**src/design/spsq_pkg.sv**
```systemverilog
package spsq_pkg;

  // fixed field widths
  localparam int unsigned ACT_W        = 2;
  localparam int unsigned COUNT_W      = 32;
  localparam int unsigned COIL_W       = 5;
  localparam int unsigned PHASE_W      = 4;
  localparam int unsigned STAT_W       = 2;
  localparam int unsigned CFG_ADDR_W   = 2;
  localparam int unsigned CFG_DATA_W   = 16;
  localparam int unsigned OUT_TDATA_W  = 16;
  localparam int unsigned TIME_WIDTH_DEF = 26;

  // serial divider sizes: dividend up to 60e6 fits 26 bits, divisors are 16 bits
  localparam int unsigned DIV_W   = 26;
  localparam int unsigned DSR_W   = 16;
  localparam int unsigned DCNT_W  = $clog2(DIV_W);
  localparam logic [DIV_W-1:0] US_PER_MINUTE = DIV_W'(60000000);

  // item kinds
  localparam logic [ACT_W-1:0] ACT_TICK    = 2'd0;
  localparam logic [ACT_W-1:0] ACT_MOVE    = 2'd1;
  localparam logic [ACT_W-1:0] ACT_RELEASE = 2'd2;

  // result status codes
  localparam logic [STAT_W-1:0] ST_OK    = 2'd0;
  localparam logic [STAT_W-1:0] ST_UNCFG = 2'd1;
  localparam logic [STAT_W-1:0] ST_BUSY  = 2'd2;

  // register indexes
  localparam logic [CFG_ADDR_W-1:0] REG_WIRE_MODE = 2'd0;
  localparam logic [CFG_ADDR_W-1:0] REG_SPR       = 2'd1;
  localparam logic [CFG_ADDR_W-1:0] REG_RPM       = 2'd2;

  // wire modes
  localparam logic [1:0] WM_NONE = 2'd0;
  localparam logic [1:0] WM_TWO  = 2'd1;
  localparam logic [1:0] WM_FOUR = 2'd2;
  localparam logic [1:0] WM_FIVE = 2'd3;

  localparam logic [15:0] SPR_RESET = 16'd200;

  // controller states
  typedef enum logic [4:0] {
    S_IDLE  = 5'b00001,
    S_DIV1  = 5'b00010,
    S_INIT2 = 5'b00100,
    S_DIV2  = 5'b01000,
    S_FIN   = 5'b10000
  } state_t;

  // commands from controller to datapath
  typedef struct packed {
    logic exec_short;
    logic div_init1;
    logic div_init2;
    logic div_step;
    logic commit;
  } spsq_cmd_t;

  // status from datapath to controller
  typedef struct packed {
    logic move_long;
  } spsq_stat_t;

  // coil mask lookup with clamping to the last entry
  function automatic logic [COIL_W-1:0] coil_mask(input logic [1:0] wm,
                                                  input logic [PHASE_W-1:0] ph);
    logic [COIL_W-1:0] m;
    m = '0;
    case (wm)
      WM_TWO: begin
        case (ph)
          4'd0:    m = 5'h02;
          4'd1:    m = 5'h03;
          4'd2:    m = 5'h01;
          default: m = 5'h00;
        endcase
      end
      WM_FOUR: begin
        case (ph)
          4'd0:    m = 5'h05;
          4'd1:    m = 5'h06;
          4'd2:    m = 5'h0a;
          default: m = 5'h09;
        endcase
      end
      default: begin
        case (ph)
          4'd0:    m = 5'h16;
          4'd1:    m = 5'h12;
          4'd2:    m = 5'h1a;
          4'd3:    m = 5'h0a;
          4'd4:    m = 5'h0b;
          4'd5:    m = 5'h09;
          4'd6:    m = 5'h0d;
          4'd7:    m = 5'h05;
          4'd8:    m = 5'h15;
          default: m = 5'h14;
        endcase
      end
    endcase
    return m;
  endfunction

endpackage

```
**src/design/spsq_ctrl.sv**
```systemverilog
module spsq_ctrl
  import spsq_pkg::*;
(
  input  logic       clk,
  input  logic       rst_n,
  input  logic       in_fire,
  input  logic       out_tready,
  input  spsq_stat_t dp_stat,
  output spsq_cmd_t  cmd,
  output logic       in_tready,
  output logic       out_tvalid
);

  state_t            state_r, state_nxt;
  logic [DCNT_W-1:0] cnt_r, cnt_nxt;
  logic              out_valid_r, out_valid_nxt;
  logic              last_iter;

  assign last_iter  = (cnt_r == DCNT_W'(DIV_W - 1));
  assign in_tready  = (state_r == S_IDLE) && (!out_valid_r || out_tready);
  assign out_tvalid = out_valid_r;

  // sequencing of one item
  always_comb begin
    state_nxt     = state_r;
    cnt_nxt       = cnt_r;
    out_valid_nxt = out_valid_r && !out_tready;
    cmd           = '0;
    case (state_r)
      S_IDLE: begin
        if (in_fire) begin
          if (dp_stat.move_long) begin
            cmd.div_init1 = 1'b1;
            cnt_nxt       = '0;
            state_nxt     = S_DIV1;
          end else begin
            cmd.exec_short = 1'b1;
            out_valid_nxt  = 1'b1;
          end
        end
      end
      S_DIV1: begin
        cmd.div_step = 1'b1;
        cnt_nxt      = cnt_r + 1'b1;
        if (last_iter) begin
          state_nxt = S_INIT2;
        end
      end
      S_INIT2: begin
        cmd.div_init2 = 1'b1;
        cnt_nxt       = '0;
        state_nxt     = S_DIV2;
      end
      S_DIV2: begin
        cmd.div_step = 1'b1;
        cnt_nxt      = cnt_r + 1'b1;
        if (last_iter) begin
          state_nxt = S_FIN;
        end
      end
      S_FIN: begin
        cmd.commit    = 1'b1;
        out_valid_nxt = 1'b1;
        state_nxt     = S_IDLE;
      end
      default: begin
        state_nxt = S_IDLE;
      end
    endcase
  end

  always_ff @(posedge clk) begin
    if (!rst_n) begin
      state_r     <= S_IDLE;
      cnt_r       <= '0;
      out_valid_r <= 1'b0;
    end else begin
      state_r     <= state_nxt;
      cnt_r       <= cnt_nxt;
      out_valid_r <= out_valid_nxt;
    end
  end

endmodule

```
**src/design/spsq_dp.sv**
```systemverilog
module spsq_dp
  import spsq_pkg::*;
#(
  parameter int unsigned TIME_WIDTH = TIME_WIDTH_DEF
) (
  input  logic                   clk,
  input  logic                   rst_n,
  input  logic                   cfg_we,
  input  logic [CFG_ADDR_W-1:0]  cfg_addr,
  input  logic [CFG_DATA_W-1:0]  cfg_wdata,
  input  logic [ACT_W-1:0]       in_action,
  input  logic [COUNT_W-1:0]     in_count,
  input  spsq_cmd_t              cmd,
  output spsq_stat_t             dp_stat,
  output logic [OUT_TDATA_W-1:0] out_tdata
);

  // configuration
  logic [1:0]            wire_mode_r;
  logic [15:0]           spr_r;
  logic [15:0]           rpm_r;
  // motion state
  logic [PHASE_W-1:0]    phase_r, phase_nxt;
  logic [COIL_W-1:0]     coil_r, coil_nxt;
  logic [COUNT_W-1:0]    steps_left_r, steps_left_nxt;
  logic                  rev_r, rev_nxt;
  logic [TIME_WIDTH-1:0] elapsed_r, elapsed_nxt;
  logic [TIME_WIDTH-1:0] period_r, period_nxt;
  // held move and divider
  logic [COUNT_W-1:0]    pend_count_r;
  logic                  pend_rev_r;
  logic [DIV_W-1:0]      quo_r;
  logic [DSR_W:0]        rem_r;
  logic [DSR_W-1:0]      dsr_r;
  // result register
  logic [OUT_TDATA_W-1:0] out_r;

  logic [STAT_W-1:0]     move_stat;
  logic                  busy;
  logic [TIME_WIDTH-1:0] elapsed_inc;
  logic                  do_step;
  logic [PHASE_W-1:0]    ph_count;
  logic [PHASE_W-1:0]    ph_step;
  logic [DSR_W:0]        rem_sh;
  logic [DSR_W:0]        rem_diff;
  logic                  rem_ge;
  logic [DIV_W-1:0]      period_q;
  logic                  res_stepped;
  logic [STAT_W-1:0]     res_stat;

  assign busy = (steps_left_r != '0);

  // move admission check
  always_comb begin
    if (wire_mode_r == WM_NONE || rpm_r == '0) begin
      move_stat = ST_UNCFG;
    end else if (busy) begin
      move_stat = ST_BUSY;
    end else begin
      move_stat = ST_OK;
    end
  end

  assign dp_stat.move_long = (in_action == ACT_MOVE) && (move_stat == ST_OK) &&
                             (in_count != '0);

  // saturating tick count and step decision
  assign elapsed_inc = (elapsed_r == '1) ? elapsed_r : elapsed_r + 1'b1;
  assign do_step     = busy && (elapsed_inc >= period_r);

  // next phase, wrapping over 4 or 10
  assign ph_count = (wire_mode_r == WM_FIVE) ? PHASE_W'(10) : PHASE_W'(4);
  always_comb begin
    if (!rev_r) begin
      ph_step = (phase_r + 1'b1 >= ph_count) ? '0 : phase_r + 1'b1;
    end else if (phase_r == '0 || phase_r >= ph_count) begin
      ph_step = ph_count - 1'b1;
    end else begin
      ph_step = phase_r - 1'b1;
    end
  end

  // restoring divider step
  assign rem_sh   = {rem_r[DSR_W-1:0], quo_r[DIV_W-1]};
  assign rem_diff = rem_sh - {1'b0, dsr_r};
  assign rem_ge   = (rem_sh >= {1'b0, dsr_r});
  assign period_q = (quo_r == '0) ? DIV_W'(1) : quo_r;

  // state updates for short items, move commit and config writes
  always_comb begin
    phase_nxt      = phase_r;
    coil_nxt       = coil_r;
    steps_left_nxt = steps_left_r;
    rev_nxt        = rev_r;
    elapsed_nxt    = elapsed_r;
    period_nxt     = period_r;
    res_stepped    = 1'b0;
    res_stat       = ST_OK;
    if (cmd.exec_short) begin
      case (in_action)
        ACT_TICK: begin
          elapsed_nxt = elapsed_inc;
          if (do_step) begin
            phase_nxt      = ph_step;
            coil_nxt       = coil_mask(wire_mode_r, ph_step);
            steps_left_nxt = steps_left_r - 1'b1;
            elapsed_nxt    = '0;
            res_stepped    = 1'b1;
          end
        end
        ACT_MOVE: begin
          res_stat = move_stat;
        end
        ACT_RELEASE: begin
          coil_nxt       = '0;
          steps_left_nxt = '0;
        end
        default: begin
        end
      endcase
    end
    if (cmd.commit) begin
      period_nxt     = TIME_WIDTH'(period_q);
      rev_nxt        = pend_rev_r;
      steps_left_nxt = pend_count_r;
    end
    if (cfg_we) begin
      case (cfg_addr)
        REG_WIRE_MODE: begin
          phase_nxt      = '0;
          coil_nxt       = '0;
          steps_left_nxt = '0;
          elapsed_nxt    = '0;
        end
        REG_SPR, REG_RPM: begin
          elapsed_nxt = '0;
        end
        default: begin
        end
      endcase
    end
  end

  // architectural registers
  always_ff @(posedge clk) begin
    if (!rst_n) begin
      wire_mode_r  <= WM_NONE;
      spr_r        <= SPR_RESET;
      rpm_r        <= '0;
      phase_r      <= '0;
      coil_r       <= '0;
      steps_left_r <= '0;
      rev_r        <= 1'b0;
      elapsed_r    <= '0;
      period_r     <= '0;
    end else begin
      phase_r      <= phase_nxt;
      coil_r       <= coil_nxt;
      steps_left_r <= steps_left_nxt;
      rev_r        <= rev_nxt;
      elapsed_r    <= elapsed_nxt;
      period_r     <= period_nxt;
      if (cfg_we) begin
        case (cfg_addr)
          REG_WIRE_MODE: wire_mode_r <= cfg_wdata[1:0];
          REG_SPR:       spr_r       <= cfg_wdata;
          REG_RPM:       rpm_r       <= cfg_wdata;
          default: begin
          end
        endcase
      end
    end
  end

  // held move, divider and result payload
  always_ff @(posedge clk) begin
    if (cmd.div_init1) begin
      pend_rev_r   <= in_count[COUNT_W-1];
      pend_count_r <= in_count[COUNT_W-1] ? (~in_count + 1'b1) : in_count;
      quo_r        <= US_PER_MINUTE;
      rem_r        <= '0;
      dsr_r        <= (spr_r == '0) ? DSR_W'(1) : spr_r;
    end else if (cmd.div_init2) begin
      rem_r <= '0;
      dsr_r <= rpm_r;
    end else if (cmd.div_step) begin
      rem_r <= rem_ge ? rem_diff : rem_sh;
      quo_r <= {quo_r[DIV_W-2:0], rem_ge};
    end
    if (cmd.exec_short || cmd.commit) begin
      out_r <= OUT_TDATA_W'({res_stat, (steps_left_nxt != '0), res_stepped, coil_nxt});
    end
  end

  assign out_tdata = out_r;

endmodule

```
**src/design/stepper_phase_sequencer_top.sv**
```systemverilog
// stepper phase sequencer: one result item per input item
// tick, release, zero-count or rejected move: result next cycle, 1 item per cycle while out_tready
// started move: period set by two passes of the 26-bit serial divider (one bit a cycle)
// a new item is taken only with the divider idle and the result register empty or being read
// rst_n synchronous active low: coils low, no move, registers to mode none, 200 steps, 0 rpm
module stepper_phase_sequencer_top
  import spsq_pkg::*;
#(
  parameter int unsigned TIME_WIDTH = TIME_WIDTH_DEF
) (
  input  logic                   clk,
  input  logic                   rst_n,
  input  logic                   cfg_we,
  input  logic [CFG_ADDR_W-1:0]  cfg_addr,
  input  logic [CFG_DATA_W-1:0]  cfg_wdata,
  input  logic                   in_tvalid,
  output logic                   in_tready,
  input  logic [COUNT_W-1:0]     in_tdata,   // step_count[31:0]
  input  logic [ACT_W-1:0]       in_tuser,   // action[1:0]
  output logic                   out_tvalid,
  input  logic                   out_tready,
  output logic [OUT_TDATA_W-1:0] out_tdata   // coil_drive[4:0], stepped[5], moving[6], status[8:7]
);

  spsq_cmd_t  cmd;
  spsq_stat_t dp_stat;
  logic       in_fire;

  assign in_fire = in_tvalid && in_tready;

  spsq_ctrl u_ctrl (
    .clk        (clk),
    .rst_n      (rst_n),
    .in_fire    (in_fire),
    .out_tready (out_tready),
    .dp_stat    (dp_stat),
    .cmd        (cmd),
    .in_tready  (in_tready),
    .out_tvalid (out_tvalid)
  );

  spsq_dp #(
    .TIME_WIDTH (TIME_WIDTH)
  ) u_dp (
    .clk       (clk),
    .rst_n     (rst_n),
    .cfg_we    (cfg_we),
    .cfg_addr  (cfg_addr),
    .cfg_wdata (cfg_wdata),
    .in_action (in_tuser),
    .in_count  (in_tdata),
    .cmd       (cmd),
    .dp_stat   (dp_stat),
    .out_tdata (out_tdata)
  );

endmodule
```
**config.mk**
```make
export PLATFORM = sky130hd
export DESIGN_NAME = stepper_phase_sequencer_top
export DESIGN_NICKNAME = d
export VERILOG_FILES = /design/src/design/spsq_pkg.sv /design/src/design/spsq_ctrl.sv /design/src/design/spsq_dp.sv /design/src/design/stepper_phase_sequencer_top.sv
export SDC_FILE = /design/constraint.sdc
export NUM_CORES = 1
export LEC_CHECK = 0
export BUFFER_PORTS_ARGS = -buffer_cell sky130_fd_sc_hd__buf_2
export CORE_MARGIN = 2
export CORE_UTILIZATION = 40
export CTS_CLUSTER_SIZE = 25
export DETAILED_ROUTE_END_ITERATION = 8
export MAX_ROUTING_LAYER = met4
export PLACE_DENSITY = 0.66
export SYNTH_ARGS = -nofsm -noshare
export SYNTH_HDL_FRONTEND = slang
export SYNTH_SLANG_ARGS = --single-unit
```
**constraint.sdc**
```tcl
create_clock -name clk -period 5.97 [get_ports clk]
set_clock_uncertainty 0.2 [all_clocks]
set_input_delay 0.2985 -clock clk [delete_from_list [all_inputs] [get_ports clk]]
set_output_delay 0.2985 -clock clk [all_outputs]
set_load 0.01 [all_outputs]
```
# == Word level (Yosys, flattened, before mapping) ==
# Memory sizes are Yosys's and may differ from the RTL's.
# Cells that the tools add are included.
# totals
inputBits,57
romBits,80
register_bits,239
output_inout_bits,18
n_memories,1
# memory_table
memory,words,width,read_ports,rd_clocked_by_memory_dff,wr,line,rtl
(no name shown),16,5,1,0,0,spsq_pkg.sv:89,case (ph)
# op_classes
mux,56
eq_ne,20
n_reduce_logical,37
n_addsub,8
order_cmp,4
bitwise,2
# op_table
op,n
$mux W26,7
$mux W32,5
$reduce_bool A32 Y1,3
$mux W16,4
$pmux W32 S2,1
$mux W5,10
$mux W4,9
$add A32 B1 Y32 const B,1
$logic_not A16 Y1,2
$not A32 Y32,1
$sub A32 B1 Y32 const B,1
$mux W31,1
$add A26 B1 Y26 const B,1
$eq A26 B26 Y1 const B,1
$ge A26 B26 Y1,1
$logic_not A26 Y1,1
$pmux W5 S2,2
$pmux W5 S4,1
$ge A17 B16 Y1,1
$sub A16 B16 Y16,1
$pmux W5 S3,1
$pmux W4 S3,1
$reduce_and A2 Y1,6
$eq A5 B5 Y1 const B,2
other kinds (30),63

# == Depth between registers and ports, before layout ==
# depth
depth_word,14
ltp_mapped,24
depth_no_buf,19

# == Cells and area by module ==
# From an unflattened synthesis, not the netlist that was laid out.
# hier_totals
cells_unflattened,1574
area_unflattened_um2,13457.9
# modules_own_cells
mod,instances,seq_area_each_um2,area_per_inst_um2,cells_each
spsq_dp,1,5144.9,12847.3,1508
spsq_ctrl,1,220.2,604.3,65
stepper_phase_sequencer_top,1,0.0,6.3,1

# == Worst setup path after synthesis ==
# No wires, ideal clock.
# synth_timing
kind,register to register
startpoint,register u_dp.elapsed_r[2]
endpoint,"register u_dp.out_r[6] (netlist: u_dp.out_tdata[6]), data pin"
path_stages_with_launch,24
path_slack_ns,1.077
setup_ns,0.263
arrival_time_ns,4.430
required_time_ns,5.507
n_path_buf,4
cell_sequence,dfxtp_1 clkbuf_2 and4_1 and4_1 and2_1 nand3_2 and4_1 buf_2 and3_1 buf_2 and4_4 xor2_1 ha_1 nand4_1 nor3_1 a21o_1 a211oi_2 clkbuf_1 a211oi_1 xor2_1 a22oi_1 o2111ai_1 nor4_1 nand2_1
# synth_between
elab_chain_cells,11
word_cells_on_any_way,12
cone_classes,add/sub (1); order compare (1); eq/ne (1); mux (7); reduce/logical (2)
# synth_rtl
item,line,rtl
start: declaration,spsq_dp.sv:27,"logic [TIME_WIDTH-1:0] elapsed_r, elapsed_nxt;"
start signal: assignment,spsq_dp.sv:161,elapsed_r <= elapsed_nxt;
$add A26 B1 Y26 or $eq A26 B26 Y1 (tied branches),spsq_dp.sv:68,assign elapsed_inc = (elapsed_r == '1) ? elapsed_r : elapsed_r + 1'b1;
$mux W26 (*),spsq_dp.sv:68,
$ge A26 B26 Y1 (*),spsq_dp.sv:69,assign do_step = busy && (elapsed_inc >= period_r);
$logic_and A1 B1 Y1 (*),spsq_dp.sv:69,
$mux W32 (*),spsq_dp.sv:103,if (do_step) begin
$pmux W32 S2 (*),spsq_dp.sv:100,case (in_action)
$mux W32 (*),spsq_dp.sv:99,if (cmd.exec_short) begin
$mux W32 (*),spsq_dp.sv:122,if (cmd.commit) begin
$mux W32,spsq_dp.sv:128,case (cfg_addr)
$mux W32 (*),spsq_dp.sv:127,if (cfg_we) begin
$reduce_bool A32 Y1 (*),spsq_dp.sv:191,"out_r <= OUT_TDATA_W'({res_stat, (steps_left_nxt != '0), res_stepped, coil_nxt});"
end signal: assignment,spsq_dp.sv:191,
end: declaration,spsq_dp.sv:36,logic [OUT_TDATA_W-1:0] out_r;
# Every way passes the cells marked *; elsewhere a longest branch is shown, timed or not.
# A chain may end at the register's enable or synchronous reset.

# == Worst setup path after layout ==
# layout_timing
startpoint,register u_dp.elapsed_r[16]
endpoint,"register u_dp.out_r[6] (netlist: u_dp.out_tdata[6]), data pin"
# Same word-level chain as after synthesis.

==> impl_results.md <==
* Synth area leaders: dfxtp_1 (27%), edfxtp_1 (13%), nand2_1 (7.5%), ha_1 (5.6%), a21oi_1 (5.3%)
* CTS buffer count at 25
* Max-cap violations at 0
* Post-synthesis sequential area ratio at 0.399
* Clock Pin Slew Worst Setup and Hold Paths at 0.06 ns
* Die ar. at roughly 35000 um^2
* Share of layout cells above drive strength 1 at 0.111
* WL per Instance at 16.0 um
* Drt initial violations at roughly 1000
* Final net count at ~1800
* Row count at 67
* Fin. max-slew vios at 0
* Starting Density at 0.404
* CTS tree: yes
* Top-area cell type share of the netlist area at 0.270
* Largest net degree at the start of global routing at between 60 and 70
* Hold Vio Cnt, Final at 0
* First-pass GRT wire length at roughly 56000 um
* N_diodes at 0
* Outcome: finished clean
* DR vias at roughly 12000
* Worst slew margin at 0.281
* Setup TNS at 0 ns
* Num ports at 75
* Synth area leader: dfxtp_1
* Ys async rst share at 0
* Register area at roughly 5400 um^2
* Initial antenna violation count at 0
* PostCTS Resize Cnt at 0
* Dpl hpwl at approximately 24000 um
* LEAKAGE at approximately 6.1 nW
* RD Place Congestion at between 0.9 and 1
* CP startpoint kind: register
* WL final at approximately 34000 um
* Die extent in y at ~190 um
* Clock Path Buffers at 3
* Area of the core at 33300 um^2
* Power density cells at 424 nW/um^2
* Vias in the first global route at 11100
* Synth Flop Type: dfxtp_1
* Synthesized area per cell at ~8.5 um^2
* Chip width at between 150 and 200 um
* Peak supply drop at 266 uV
* Worst Path Required at roughly 6.0 ns
* Tcrit/Tclk final at 0.924
* Multi-input logic area at between 7000 and 8000 um^2
* Drt drc at 0
* Port Buffers at 67
* Worst Tran Pin Value at about 1.1 ns
* Overall global routing resource usage at 0.196
* Drt via density at about 5.5
* Final Worst Setup Slack at ~0.45 ns
* Synthesized flop and latch total at approximately 240
* Critical path class: reg2reg
* Setup-failing EPs final at 0
* Crit path max fanout at 14
* Synth cell types at between 90 and 100
* RSZ-0062 raised after global routing: no
* Crit path DAT at 5.58 ns
* CP endpoint kind: register
* Root Driver: clkbuf_16
* Post-place setup slack at approximately 0.55 ns
* Final Critical Period at between 5 and 6 ns
* EDFF count, synth at slightly below 60
* DR pass1 iterations at 6
* GRT Residual Overflow at 0
* Fillers at 3152
* Worst-skew pair later-pin latency at about 0.53 ns
* H-tree Lvls at 1
* Mapped Area at between 10000 and 15000 um^2
* Detail Route Antenna Nets at 0
* CTS Sinks at 239
* Post-Synthesis Cells at between 1500 and 2000
* Fmax achieved at 181 MHz
* Area growth syn-to-layout at 15.4%
* Synth warn at 0
* Hold WC Path Type: in2reg
worst max-delay path, stage by stage (launching register included):
cell	delay, ns
dfxtp_1	0.48
nand4_1	0.18
nor2_1	0.22
and4_1	0.28
nand3_2	0.18
and4_1	0.36
and3_1	0.29
and4_4	0.23
xor2_1	0.15
ha_1	0.31
nand4_1	0.17
nor3_1	0.22
o211ai_1	0.39
a21o_4	0.43
or4_1	0.44
xnor2_1	0.17
a221oi_1	0.28
and4_1	0.22
nand2_1	0.06
repair_timing:
| action | in CTS | in global routing |
|---|---|---|
| hold endpoints to repair | 68 | 0 |
| hold buffers | 55 | 0 |
| setup buffers | 0 | 4 |
| setup endpoints to repair | 0 | 1 |
final timing paths:
| check | start | cells after the start | end | slack [ns] |
|---|---|---|---|---|
| max | u_dp.elapsed_r[16] | 18 | u_dp.out_tdata[6] | 0.45 |
| min | cfg_addr[0] | 4 | u_dp.wire_mode_r[0] | 0.08 |
| max reg2reg | u_dp.elapsed_r[16] | 18 | u_dp.out_tdata[6] | 0.45 |
| min reg2reg | u_dp.period_r[4] | 2 | u_dp.period_r[4] | 0.26 |
Yosys cell counts, types with 6 or more instances:
library cell	n
mux2i_1	17
nor3_1	30
nor4_1	23
nand3b_1	7
or3_1	12
a31oi_1	14
a21oi_1	142
buf_4	10
mux2_2	11
nand4_1	23
a211oi_1	23
and4_1	10
o21ai_0	47
xor2_1	27
o211ai_1	11
nor2b_1	9
a21o_1	15
a21boi_0	6
mux2_1	7
buf_2	11
a32oi_1	7
and2_1	10
a22oi_1	22
inv_1	69
a41oi_1	6
and3_1	10
o31ai_1	12
ha_1	60
nand3_1	47
xnor2_1	58
clkbuf_1	62
o41ai_1	7
nor2_1	130
nand2_1	268
or4_1	11
nand2b_1	11
dfxtp_1	181
edfxtp_1	58
logic make-up (layout without fill, tap and decap cells):
group | Yosys count | after routing | synth area share
and+or+nand+nor | 643 | 643 | 0.234
AOI/OAI and AO/OA | 359 | 360 | 0.174
DFF | 239 | 239 | 0.399
buffers and inverters | 158 | 256 | 0.0503
xor gates and xnor gates | 86 | 86 | 0.0566
adders and majority gates | 61 | 61 | 0.0574
muxes | 35 | 35 | 0.0278
other | 1 | 7 | 0.000279
cells in the final DEF, fill, tap and decap left out, drive strengths merged, types with 28 or more instances in the layout:
cell,synthesis,layout
nand2,269,269
dfxtp,181,181
nor2,132,132
clkbuf,63,33
ha,60,60
dlygate4sd3,0,55
buf,25,85
xnor2,58,58
xor2,28,28
a21oi,146,147
edfxtp,58,58
o21ai,50,50
inv,69,72
nor3,34,34
nand3,49,49
where the power goes:
group          leakage [nW]  switching [mW]  internal, mW  total (mW)
Combinational          3.63            1.71          1.10        2.82
Sequential             2.01           0.237          1.89        2.13
Clock                 0.424           0.660         0.967        1.63
Total                  6.06            2.61          3.97        6.57
metrics by stage:
step | cells | total power [mW] | instance area, um^2 | util | hold WS [ns]
final | 2135 | 6.57 | 15500 | 0.466 | 0.0791
after global placement | 2029 | 4.85 | 14100 | 0.422 | 0.243
after CTS | 2130 | 6.54 | 15500 | 0.465 | 0.0604
after detailed placement | 2029 | 4.87 | 14100 | 0.422 | 0.247
after floorplan | 1588 | 4.20 | 13500 | - | 0.197
after global routing | 2135 | 6.98 | 15500 | 0.466 | 0.0814
layout make-up:
cell class / instances / share of cell area
multi-input cells: 1192 / 0.479
flip-flops and latches: 239 / 0.346
inverters: 70 / 0.0170
well taps: 448 / 0.0362
clock inverters: 13 / 0.00985
repair buffers: 140 / 0.0659
clock buffers: 33 / 0.0456
routing by layer:
layer | share of wire | wire (um) | vias up | track usage
met5 | 0 | 0 | - | -
met4 | 0.040 | 1360 | 0 | 0.0821
met3 | 0.049 | 1680 | 88 | 0.0235
met2 | 0.47 | 16000 | 317 | 0.324
met1 | 0.44 | 15200 | 5465 | 0.244
li1 | - | - | 5804 | -
flip-flops by register name (all words and copies together), names as in the netlist, 9 cells and up:
name,flops
u_dp.rem_r,16
u_dp.elapsed_r,26
u_dp.pend_count_r,32
u_dp.dsr_r,16
u_dp.quo_r,26
u_dp.out_tdata,9
u_dp.period_r,26
u_dp.rpm_r,16
u_dp.steps_left_r,32
u_dp.spr_r,16
No activity file was read; power rests on OpenSTA's default activity.
